==> config.mk <==
export PLATFORM = sky130hd
export DESIGN_NAME = contiguous_fit_allocator
export DESIGN_NICKNAME = d
export VERILOG_FILES = /design/src/sv/cfa_pkg.sv /design/src/sv/contiguous_fit_allocator.sv /design/src/sv/cfa_regs.sv /design/src/sv/cfa_map.sv /design/src/sv/cfa_run.sv
export SDC_FILE = /design/constraint.sdc
export NUM_CORES = 2
export LEC_CHECK = 0
export BUFFER_PORTS_ARGS = -buffer_cell sky130_fd_sc_hd__buf_2
export CAP_MARGIN = 20
export CORE_MARGIN = 2
export CORE_UTILIZATION = 43
export DETAILED_ROUTE_END_ITERATION = 7
export HOLD_SLACK_MARGIN = 0.03
export PLACE_DENSITY = 0.66
export SYNTH_ARGS = -nofsm -noshare
export SYNTH_HDL_FRONTEND = slang
export SYNTH_SLANG_ARGS = --single-unit
==> constraint.sdc <==
create_clock -name i_clk -period 40.1 [get_ports i_clk]
set_input_delay 6.015 -clock i_clk [delete_from_list [all_inputs] [get_ports i_clk]]
set_output_delay 6.015 -clock i_clk [all_outputs]
set_load 0.05 [all_outputs]
==> src/sv/cfa_pkg.sv <==
// Shared types and constants for the contiguous fit allocator.
`default_nettype none
package cfa_pkg;

    localparam int CFG_AW = 3;
    localparam int CFG_DW = 32;

    localparam logic [1:0] FIT_FIRST = 2'd0;
    localparam logic [1:0] FIT_BEST  = 2'd1;
    localparam logic [1:0] FIT_WORST = 2'd2;

    localparam logic OP_ALLOC   = 1'b0;
    localparam logic OP_RELEASE = 1'b1;

    localparam logic REG_FIT_MODE = 1'b0;
    localparam logic REG_MEM_SIZE = 1'b1;

    localparam logic [10:0] MEM_SIZE_RESET = 11'd1024;

    typedef struct packed {
        logic        operation;
        logic [10:0] amount;
        logic [9:0]  position;
    } t_in_item;

    typedef struct packed {
        logic       found;
        logic [9:0] start_res;
    } t_out_item;

    typedef struct packed {
        logic start;
        logic valid;
        logic is_free;
    } t_run_ctl;

    typedef struct packed {
        logic have;
        logic stop;
    } t_run_sts;

    typedef enum logic [2:0] {
        ST_CLEAR,
        ST_IDLE,
        ST_SCAN,
        ST_DECIDE,
        ST_FILL,
        ST_OUT
    } t_state;

endpackage
`default_nettype wire

==> src/sv/contiguous_fit_allocator.sv <==
// Contiguous fit allocator: sequencer over the occupancy map and the run tracker.
//
// Input channel (i_valid, o_stall, i_data) carries allocate and release
// requests; output channel (o_valid, i_stall, o_data) returns one result per
// request. The user writes fit mode and memory size through the APB-style port
// only while the block is idle; the block itself does not enforce this.
// After reset the block sweeps the map clear, one unit per cycle, over all
// MEM_UNITS units with o_stall high; configuration writes are taken then.
// One request is in flight at a time; o_stall stays high until its result
// transfers.
// Allocate: scan the units in use through the single map read port and pick
// the run (first fit stops at the first adequate run), then mark the run
// through the map write port, then offer the result in ST_OUT.
// Release: clear amount units from the position through the map write port,
// stopping at the end of the units in use, then offer the result in ST_OUT.
// Allocate with amount zero offers its result the cycle after the transfer.
// A stalled result stays in the output register; nothing else moves until it
// transfers.
`default_nettype none
module contiguous_fit_allocator #(
    parameter int MEM_UNITS = 1024
) (
    input  wire logic                       i_clk,
    input  wire logic                       i_rst_n,
    input  wire logic                       i_valid,
    output logic                            o_stall,
    input  wire cfa_pkg::t_in_item          i_data,
    output logic                            o_valid,
    input  wire logic                       i_stall,
    output cfa_pkg::t_out_item              o_data,
    input  wire logic                       psel,
    input  wire logic                       penable,
    input  wire logic                       pwrite,
    input  wire logic [cfa_pkg::CFG_AW-1:0] paddr,
    input  wire logic [cfa_pkg::CFG_DW-1:0] pwdata,
    output logic      [cfa_pkg::CFG_DW-1:0] prdata,
    output logic                            pready
);
    import cfa_pkg::*;

    localparam int AW = (MEM_UNITS > 1) ? $clog2(MEM_UNITS) : 1;
    localparam int CW = AW + 1;
    localparam int LW = (CW > 11) ? CW : 11;

    t_state        r_state, n_state;
    logic [10:0]   r_amount, n_amount;
    logic [CW-1:0] r_idx, n_idx;
    logic          r_issue_done, n_issue_done;
    logic          r_pv, n_pv;
    logic [CW-1:0] r_pidx, n_pidx;
    logic          r_pterm, n_pterm;
    logic [LW-1:0] r_ptr, n_ptr;
    logic [10:0]   r_cnt, n_cnt;
    logic          r_fill_bit, n_fill_bit;
    logic          r_found, n_found;
    logic [9:0]    r_start, n_start;
    logic [AW-1:0] r_clr, n_clr;

    logic [1:0]    w_fit_mode;
    logic [10:0]   w_mem_size;
    logic [CW-1:0] w_units;
    logic          w_we;
    logic [AW-1:0] w_waddr;
    logic          w_wdata;
    logic [AW-1:0] w_raddr;
    logic          w_rdata;
    t_run_ctl      w_ctl;
    t_run_sts      w_sts;
    logic [CW-1:0] w_best_start;

    cfa_regs u_regs (
        .i_clk      (i_clk),
        .i_rst_n    (i_rst_n),
        .psel       (psel),
        .penable    (penable),
        .pwrite     (pwrite),
        .paddr      (paddr),
        .pwdata     (pwdata),
        .prdata     (prdata),
        .pready     (pready),
        .o_fit_mode (w_fit_mode),
        .o_mem_size (w_mem_size)
    );

    cfa_map #(
        .DEPTH (MEM_UNITS),
        .AW    (AW)
    ) u_map (
        .i_clk   (i_clk),
        .i_we    (w_we),
        .i_waddr (w_waddr),
        .i_wdata (w_wdata),
        .i_raddr (w_raddr),
        .o_rdata (w_rdata)
    );

    cfa_run #(
        .CW (CW)
    ) u_run (
        .i_clk        (i_clk),
        .i_rst_n      (i_rst_n),
        .i_ctl        (w_ctl),
        .i_idx        (r_pidx),
        .i_amount     (r_amount),
        .i_mode       (w_fit_mode),
        .o_sts        (w_sts),
        .o_best_start (w_best_start)
    );

    assign w_units = (LW'(w_mem_size) > LW'(MEM_UNITS)) ? CW'(MEM_UNITS) : CW'(w_mem_size);

    always_ff @(posedge i_clk) begin
        if (!i_rst_n) begin
            r_state <= ST_CLEAR;
            r_clr   <= '0;
            r_pv    <= 1'b0;
        end else begin
            r_state <= n_state;
            r_clr   <= n_clr;
            r_pv    <= n_pv;
        end
        r_amount     <= n_amount;
        r_idx        <= n_idx;
        r_issue_done <= n_issue_done;
        r_pidx       <= n_pidx;
        r_pterm      <= n_pterm;
        r_ptr        <= n_ptr;
        r_cnt        <= n_cnt;
        r_fill_bit   <= n_fill_bit;
        r_found      <= n_found;
        r_start      <= n_start;
    end

    always_comb begin
        n_state      = r_state;
        n_amount     = r_amount;
        n_idx        = r_idx;
        n_issue_done = r_issue_done;
        n_pv         = r_pv;
        n_pidx       = r_pidx;
        n_pterm      = r_pterm;
        n_ptr        = r_ptr;
        n_cnt        = r_cnt;
        n_fill_bit   = r_fill_bit;
        n_found      = r_found;
        n_start      = r_start;
        n_clr        = r_clr;
        w_we         = 1'b0;
        w_waddr      = r_ptr[AW-1:0];
        w_wdata      = r_fill_bit;
        w_raddr      = r_idx[AW-1:0];
        w_ctl        = '0;
        w_ctl.is_free = !r_pterm && !w_rdata;

        unique case (r_state)
            ST_CLEAR: begin
                w_we    = 1'b1;
                w_waddr = r_clr;
                w_wdata = 1'b0;
                n_clr   = r_clr + AW'(1);
                if (r_clr == AW'(MEM_UNITS - 1)) begin
                    n_state = ST_IDLE;
                end
            end
            ST_IDLE: begin
                if (i_valid) begin
                    n_amount = i_data.amount;
                    if (i_data.operation == OP_RELEASE) begin
                        n_ptr      = LW'(i_data.position);
                        n_cnt      = '0;
                        n_fill_bit = 1'b0;
                        n_found    = 1'b1;
                        n_start    = i_data.position;
                        n_state    = ST_FILL;
                    end else if (i_data.amount == '0) begin
                        n_found = 1'b0;
                        n_start = '0;
                        n_state = ST_OUT;
                    end else begin
                        w_ctl.start  = 1'b1;
                        n_idx        = '0;
                        n_issue_done = 1'b0;
                        n_pv         = 1'b0;
                        n_state      = ST_SCAN;
                    end
                end
            end
            ST_SCAN: begin
                if (!r_issue_done) begin
                    n_pv    = 1'b1;
                    n_pidx  = r_idx;
                    n_pterm = (r_idx == w_units);
                    if (r_idx == w_units) begin
                        n_issue_done = 1'b1;
                    end else begin
                        n_idx = r_idx + CW'(1);
                    end
                end else begin
                    n_pv = 1'b0;
                end
                w_ctl.valid = r_pv;
                if (r_pv && (r_pterm || w_sts.stop)) begin
                    n_pv    = 1'b0;
                    n_state = ST_DECIDE;
                end
            end
            ST_DECIDE: begin
                if (w_sts.have) begin
                    n_ptr      = LW'(w_best_start);
                    n_cnt      = '0;
                    n_fill_bit = 1'b1;
                    n_found    = 1'b1;
                    n_start    = 10'(w_best_start);
                    n_state    = ST_FILL;
                end else begin
                    n_found = 1'b0;
                    n_start = '0;
                    n_state = ST_OUT;
                end
            end
            ST_FILL: begin
                if ((r_cnt < r_amount) && (r_ptr < LW'(w_units))) begin
                    w_we  = 1'b1;
                    n_ptr = r_ptr + LW'(1);
                    n_cnt = r_cnt + 11'd1;
                end else begin
                    n_state = ST_OUT;
                end
            end
            ST_OUT: begin
                if (!i_stall) begin
                    n_state = ST_IDLE;
                end
            end
            default: n_state = ST_IDLE;
        endcase
    end

    assign o_stall          = (r_state != ST_IDLE);
    assign o_valid          = (r_state == ST_OUT);
    assign o_data.found     = r_found;
    assign o_data.start_res = r_start;

    a_no_fit_zero_start: assert property (@(posedge i_clk) disable iff (!i_rst_n)
        o_valid && !o_data.found |-> o_data.start_res == '0)
        else $error("failed allocate returned nonzero start");

    a_fill_in_range: assert property (@(posedge i_clk) disable iff (!i_rst_n)
        w_we && (r_state == ST_FILL) |-> r_ptr < LW'(w_units))
        else $error("map write beyond units in use");

    a_busy_after_accept: assert property (@(posedge i_clk) disable iff (!i_rst_n)
        i_valid && !o_stall |=> o_stall)
        else $error("ready right after a request transfer");

    a_mark_after_decide: assert property (@(posedge i_clk) disable iff (!i_rst_n)
        (r_state == ST_DECIDE) && w_sts.have |=> (r_state == ST_FILL) && r_fill_bit)
        else $error("found run not marked occupied");

endmodule
`default_nettype wire

==> src/sv/cfa_regs.sv <==
// Configuration registers of the allocator behind an APB-style port.
`default_nettype none
module cfa_regs (
    input  wire logic                       i_clk,
    input  wire logic                       i_rst_n,
    input  wire logic                       psel,
    input  wire logic                       penable,
    input  wire logic                       pwrite,
    input  wire logic [cfa_pkg::CFG_AW-1:0] paddr,
    input  wire logic [cfa_pkg::CFG_DW-1:0] pwdata,
    output logic      [cfa_pkg::CFG_DW-1:0] prdata,
    output logic                            pready,
    output logic      [1:0]                 o_fit_mode,
    output logic      [10:0]                o_mem_size
);
    import cfa_pkg::*;

    logic [1:0]  r_fit_mode;
    logic [10:0] r_mem_size;
    logic        w_wr;
    logic        w_idx;

    assign w_wr  = psel && penable && pwrite;
    assign w_idx = paddr[2];

    always_ff @(posedge i_clk) begin
        if (!i_rst_n) begin
            r_fit_mode <= FIT_FIRST;
            r_mem_size <= MEM_SIZE_RESET;
        end else if (w_wr) begin
            unique case (w_idx)
                REG_FIT_MODE: r_fit_mode <= pwdata[1:0];
                REG_MEM_SIZE: r_mem_size <= pwdata[10:0];
                default: ;
            endcase
        end
    end

    always_comb begin
        unique case (w_idx)
            REG_FIT_MODE: prdata = CFG_DW'(r_fit_mode);
            REG_MEM_SIZE: prdata = CFG_DW'(r_mem_size);
            default:      prdata = '0;
        endcase
    end

    assign pready     = 1'b1;
    assign o_fit_mode = r_fit_mode;
    assign o_mem_size = r_mem_size;

endmodule
`default_nettype wire

==> src/sv/cfa_map.sv <==
// Occupancy map memory: one bit per unit, one write and one registered read port.
`default_nettype none
module cfa_map #(
    parameter int DEPTH = 1024,
    parameter int AW    = 10
) (
    input  wire logic          i_clk,
    input  wire logic          i_we,
    input  wire logic [AW-1:0] i_waddr,
    input  wire logic          i_wdata,
    input  wire logic [AW-1:0] i_raddr,
    output logic               o_rdata
);
    logic r_mem [DEPTH];
    logic r_rdata;

    always_ff @(posedge i_clk) begin
        if (i_we) begin
            r_mem[i_waddr] <= i_wdata;
        end
        r_rdata <= r_mem[i_raddr];
    end

    assign o_rdata = r_rdata;

endmodule
`default_nettype wire

==> src/sv/cfa_run.sv <==
// Free run tracker and fit comparator, stepped one map unit per cycle while i_ctl.valid is high.
`default_nettype none
module cfa_run #(
    parameter int CW = 11
) (
    input  wire logic              i_clk,
    input  wire logic              i_rst_n,
    input  wire cfa_pkg::t_run_ctl i_ctl,
    input  wire logic [CW-1:0]     i_idx,
    input  wire logic [10:0]       i_amount,
    input  wire logic [1:0]        i_mode,
    output cfa_pkg::t_run_sts      o_sts,
    output logic      [CW-1:0]     o_best_start
);
    import cfa_pkg::*;

    localparam int LW = (CW > 11) ? CW : 11;

    logic [CW-1:0] r_run_start, n_run_start;
    logic [CW-1:0] r_run_len,   n_run_len;
    logic [CW-1:0] r_best_start, n_best_start;
    logic [CW-1:0] r_best_len,  n_best_len;
    logic          r_have,      n_have;
    logic          w_adequate;
    logic          w_take;
    logic          w_first;

    assign w_adequate = LW'(r_run_len) >= LW'(i_amount);
    assign w_first    = (i_mode != FIT_BEST) && (i_mode != FIT_WORST);
    assign w_take     = !r_have
                     || ((i_mode == FIT_BEST)  && (r_run_len < r_best_len))
                     || ((i_mode == FIT_WORST) && (r_run_len > r_best_len));

    always_comb begin
        n_run_start  = r_run_start;
        n_run_len    = r_run_len;
        n_best_start = r_best_start;
        n_best_len   = r_best_len;
        n_have       = r_have;
        if (i_ctl.start) begin
            n_run_len = '0;
            n_have    = 1'b0;
        end else if (i_ctl.valid) begin
            if (i_ctl.is_free) begin
                if (r_run_len == '0) begin
                    n_run_start = i_idx;
                end
                n_run_len = r_run_len + CW'(1);
            end else begin
                if (w_adequate && w_take) begin
                    n_have       = 1'b1;
                    n_best_start = r_run_start;
                    n_best_len   = r_run_len;
                end
                n_run_len = '0;
            end
        end
    end

    always_ff @(posedge i_clk) begin
        if (!i_rst_n) begin
            r_run_len <= '0;
            r_have    <= 1'b0;
        end else begin
            r_run_len <= n_run_len;
            r_have    <= n_have;
        end
        r_run_start  <= n_run_start;
        r_best_start <= n_best_start;
        r_best_len   <= n_best_len;
    end

    assign o_sts.have  = r_have;
    assign o_sts.stop  = i_ctl.valid && !i_ctl.is_free && w_adequate && w_first;
    assign o_best_start = r_best_start;

endmodule
`default_nettype wire

* Yosys cells after proc, flatten, opt, wreduce, memory -nomap -nowiden *
Memory sizes are Yosys's and may differ from the RTL's. A register that Yosys moved wholly into a read port is not among the register bits.
Index checks and enable logic that the tools add are counted.
W data, S select, Z words.

operators by class
  reduce and logical (&&, ||, !) cells = 39
  bitwise operators = 5
  magnitude comparators = 6
  add/subtract/negate cells = 5
  equal/unequal tests = 25
  multiplexer cells = 62

operators with widths
  operator                 count
  $mux W11                 15
  $pmux W11 S3             2
  $pmux W32 S2             1
  $mux W10                 5
  $add A11 B1 Y11 const B  4
  $lt A11 B11 Y1           3
  $mux W1                  24
  $ne A2 B2 Y1 const B     12
  $logic_not A11 Y1        2
  $pmux W11 S2             1
  $mux W3                  7
  $pmux W10 S2             1
  $pmux W3 S6              1
  $reduce_and A4 Y1        4
  $logic_and A1 B1 Y1      12
  $eq A11 B11 Y1           1
  $ge A11 B11 Y1           1
  $gt A11 B11 Y1           1
  $gt A11 B11 Y1 const B   1
  $add A10 B1 Y10 const B  1
  $eq A10 B10 Y1 const B   1
  $pmux W1 S2              5
  $reduce_and A5 Y1        2
  $reduce_and A2 Y1        4
  17 further kinds         31

storage, ports and cells
  RAM bits = 1,024
  register bits = 141
  memories kept = 1
  bits of input ports = 64
  output and inout port bits = 46
  word-level logic and storage cells = 163

memory list
  memory       words  width  read ports  clocked after Yosys merged registers in  write ports  RTL line       text
  u_map.r_mem  1,024  1      1           1                                        1            cfa_map.sv:14  logic r_mem [DEPTH];

* Longest topological paths before layout *
  word-level depth = 10
  depth in mapped cells = 16
  depth with buffers taken out = 12

* Modules after synthesis *
From an unflattened synthesis, not the netlist that was laid out.

second synthesis, totals
  cells, all modules = 3,836
  area, all modules = 52,296.4 um2

modules (own cells, without submodules)
  module                    instances  sequential area each (um2)  area each (um2)  cells each
  cfa_map                   1          30,769.5                    44,656.6         3,112
  contiguous_fit_allocator  1          2,352.3                     4,703.3          457
  cfa_run                   1          1,231.2                     2,144.6          176
  cfa_regs                  1          260.2                       792.0            91

* Worst setup path before layout *
No wires, ideal clock.

  path type = reg-to-reg
  start = register r_state[1]
  end = memory u_map.r_mem[0] (data pin)
  path slack = 23.277 ns
  required time = 37.209 ns
  setup time = 2.891 ns
  arrival time = 13.932 ns
  path buffers = 3
  cell stages (with the launch flop) = 6
  cells stage by stage = dfxtp_1 > clkbuf_1 > or3_1 > clkbuf_1 > buf_2 > and2_1

between the ends
  cells in the longest elaborated chain, start to end = 2

RTL lines
  element                 RTL line                         text
  start, declared         contiguous_fit_allocator.sv:45   t_state r_state, n_state;
  start signal, assigned  contiguous_fit_allocator.sv:118  r_state <= n_state;
  $logic_not A3 Y1        contiguous_fit_allocator.sv:155  unique case (r_state)
  $mux W1                 contiguous_fit_allocator.sv:155
  via u_map.i_wdata       cfa_map.sv:10                    input wire logic i_wdata,
  end, declared           cfa_map.sv:14

The timed path passes the listed nets, and every way through them passes these cells.

* Worst setup path after layout *
  start = input paddr[2] (netlist name)
  end = output prdata[4] (netlist name)

between the ends
  cells in the longest elaborated chain, start to end = 2

RTL lines
  element           RTL line                        text
  start, declared   contiguous_fit_allocator.sv:34  input wire logic [cfa_pkg::CFG_AW-1:0] paddr,
  $not A1 Y1        cfa_regs.sv:40                  unique case (w_idx)
  $pmux W32 S2 (*)  cfa_regs.sv:40
  end, declared     contiguous_fit_allocator.sv:36  output logic [cfa_pkg::CFG_DW-1:0] prdata,

Every way passes the cells marked *; elsewhere a longest branch is shown, timed or not. The select of a mux whose other input is x is not followed.

==> impl_metrics.toml <==
[synthesis]
yosysWarningCount = 0
synth.distinct_cells = 66
synth_top_cells_by_count = "sky130_fd_sc_hd__edfxtp_1, sky130_fd_sc_hd__nor2_1, sky130_fd_sc_hd__nor3_1, sky130_fd_sc_hd__mux4_2, sky130_fd_sc_hd__clkbuf_1"
yosys_most_used_dff = "sky130_fd_sc_hd__edfxtp_1"
syn-cell-area_um2 = 52600
synth_top_area_share = 0.643
yosysMostFrequentCell = "sky130_fd_sc_hd__edfxtp_1"
synthesis_stage_register_bit_count = 1166
yosysTopAreaCell = "sky130_fd_sc_hd__edfxtp_1"
seq_area_frac_synth = 0.659
synth_area_leaders = "sky130_fd_sc_hd__edfxtp_1, sky130_fd_sc_hd__mux4_2, sky130_fd_sc_hd__nor2_1"
syn-mean-instance-area_um2 = 13.7
postSynth.asyncResetShare = 0
number_of_synthesized_flops_with_an_enable_pin = 1126
post_synth_inst_count = 3831

[timing]
drv_slew = 0
hold_violations = 0
final_min_period_over_clock_period = 0.318
grt_setup_unrepaired = "no"
finalSetupViolations = 0
finalSetupTns_ps = 0
relSlewSlack = 0.246
transition_at_the_pin_with_the_smallest_max_transition_slack_ps = 1130
timing.final.crit_period_ps = 12750
max_freq_mhz = 78.4
final.setup_skew_ps = 59.2

[grt]
grt_antenna_before_repair = 1
grt_first_pass_wirelength_mm = 209
grt_pass1_vias = 32116
track_usage = 0.222
leftover_overflow_at_the_end_of_global_routing = 0
grt_start_max_net_pins = 133

[worst_hold_path]
hp-class = "flop to flop"
whs_path_depth = 0
whs_endpoint = "u_run.r_run_start[6]$_DFFE_PP_"
timing.hold.worst.start = "r_pidx[6]$_DFFE_PP_"

[power_and_ir_drop]
worst_supply_voltage_drop_on_vdd_v = 0.0000408
p_leak_nw = 18.2
power.density_cell_area_nw_per_um2 = 48.1

[place]
place_congestion = 0.836
portBuffers = 64
place_inst = 5275
hpwlAfterDp_mm = 76.1

[cells_and_area]
stdcell_count = 5496
final_net_count = 3886
proportion_of_layout_cells_with_a_drive_suffix_above_1 = 0.149
area_growth_pct = 10.2
antenna_cell_count = 0

[die]
floorplan.initialDensity = 0.432
design.die.area_um2 = 125000
fp-row-count = 128
die_x_um = 354
io_pins = 110
core_footprint_um2 = 122000
die_h_um = 354

[clock_tree]
clock-sinks = 1166
cts.root.buffer_cell = "sky130_fd_sc_hd__clkbuf_16"
tritoncts = "built"
post_cts_resize_count = 0
clkLatencyLatePin_ps = 720
cts_setup_buffers = 0
htree_levels = 3
clkTransAtPathRegs_ps = 60
quantity_of_hold_fixing_buffers_added_after_cts = 0
max-clock-path-buffers = 3
cts_inserted_buffers = 116

[setup_path]
worst-r2r-cell-count = 11
worst-endpoint-arrival_ps = 6730
setup.worst_path.start = "paddr[2]"
critPathKind = "input port to output port"
worstReg2RegStart = "r_idx[0]$_SDFFCE_PP0P_"
r2r_end = "u_map.o_rdata$_DFF_P_"
ff2ff_setup_slack_ps = 34100
endpoint_kind = "output port"
path_max_fanout = 16
timing.critical_path.required_ps = 34080
critical_path.startpoint_type = "input port"

[routing]
drt-initial-drc-count = 4649
routed-via-count = 33036
drtAntennaViolNets = 0
drc = 0
routed_wirelength_mm = 141
drtPass1Iterations = 7
drt-vias-per-instance = 6.01
detail_route.wl_per_cell_um = 25.7

[flow_run]
maxcap_viol_count = 0

[run_status]
status = "finished, final reports clean"
metal layers:
| metal | vias up | routed length, um | GRT usage |
|---|---|---|---|
| li1 | 14168 | - | - |
| met1 | 16862 | 55200 | 0.299 |
| met2 | 1707 | 67200 | 0.360 |
| met3 | 297 | 13700 | 0.0432 |
| met4 | 2 | 5140 | 0.0804 |
| met5 | - | 13 | 0 |
critical path, stage by stage:
cell and delay (ps):
sky130_fd_sc_hd__buf_2 220, sky130_fd_sc_hd__and2_1 210, sky130_fd_sc_hd__buf_2 290
cell families (layout without fill, tap and decap cells):
kind of cell             Yosys count  after routing  share of synthesized area
AND/OR/NAND/NOR                 1562           1562                      0.128
flip-flops                      1166           1166                      0.659
buffers and inverters            392            412                     0.0364
multiplexers                     321            321                      0.118
AO/OA/AOI/OAI                    291            291                     0.0391
adder cells (fa/ha/maj)           50             50                     0.0119
XOR/XNOR                          47             47                    0.00783
other                              2             22                   0.000143
how the worst max path moves through the flow:
stage,end,cells past startpoint
2_1_floorplan,u_map.r_mem[0]$_DFFE_PP_,5
3_3_place_gp,prdata[4],3
3_5_place_dp,prdata[4],3
4_1_cts,prdata[4],3
5_1_grt,prdata[1],4
6_report,prdata[4],3
state kept, by name, indices dropped and copies added, names as in the netlist, 3 cells and up:
signal              count
r_amount               11
r_clr                  10
r_cnt                  11
r_idx                  11
r_pidx                 11
r_ptr                  11
r_start                10
r_state                 3
u_map.r_mem          1024
u_regs.o_mem_size      11
u_run.o_best_start     11
u_run.r_best_len       11
u_run.r_run_len        11
u_run.r_run_start      11
area by class of cell:
cell class | instances | area [um^2]
fill | 10440 | 63600
sequential | 1166 | 34600
multi-input combinational | 2293 | 16300
clock buffer | 145 | 3100
tap | 1625 | 2030
timing repair buffer | 141 | 980
clock inverter | 72 | 688
inverter | 54 | 203
through the flow:
| step | hold slack [ps] | total power (W) | instance area (um^2) | utilization | setup slack, ps |
|---|---|---|---|---|---|
| 6_report | 414 | 0.00279 | 57900 | 0.476 | 27350 |
| 3_5_place_dp | 405 | 0.00172 | 54000 | 0.445 | 27360 |
| 5_1_grt | 423 | 0.00285 | 57900 | 0.476 | 27320 |
| 2_1_floorplan | 400 | 0.00165 | 52600 | - | 23280 |
| 4_1_cts | 417 | 0.00279 | 57800 | 0.476 | 27350 |
| 3_3_place_gp | 402 | 0.00172 | 54000 | 0.445 | 27360 |
placed cells by master (no fill, tap or decap), types with 36 or more instances in the layout:
cell type,count
sky130_fd_sc_hd__o21ai_0,39
sky130_fd_sc_hd__edfxtp_1,1126
sky130_fd_sc_hd__inv_1,53
sky130_fd_sc_hd__buf_4,71
sky130_fd_sc_hd__ha_1,50
sky130_fd_sc_hd__a22oi_1,57
sky130_fd_sc_hd__mux4_2,223
sky130_fd_sc_hd__a21oi_1,37
sky130_fd_sc_hd__mux2i_1,77
sky130_fd_sc_hd__nand2_1,175
sky130_fd_sc_hd__nor2_1,841
sky130_fd_sc_hd__buf_2,64
sky130_fd_sc_hd__nand3_1,96
sky130_fd_sc_hd__clkbuf_16,119
sky130_fd_sc_hd__clkinv_1,36
sky130_fd_sc_hd__dfxtp_1,40
sky130_fd_sc_hd__nor3_1,284
where the power goes:
group          internal (W)  switching [W]  leakage (nW)
registers           0.00139     0.00000603          10.7
clock network      0.000622       0.000463          1.85
logic             0.0000540       0.000254          5.63
total               0.00206       0.000722          18.2
Note: power is estimated with default switching activity, not from simulation.
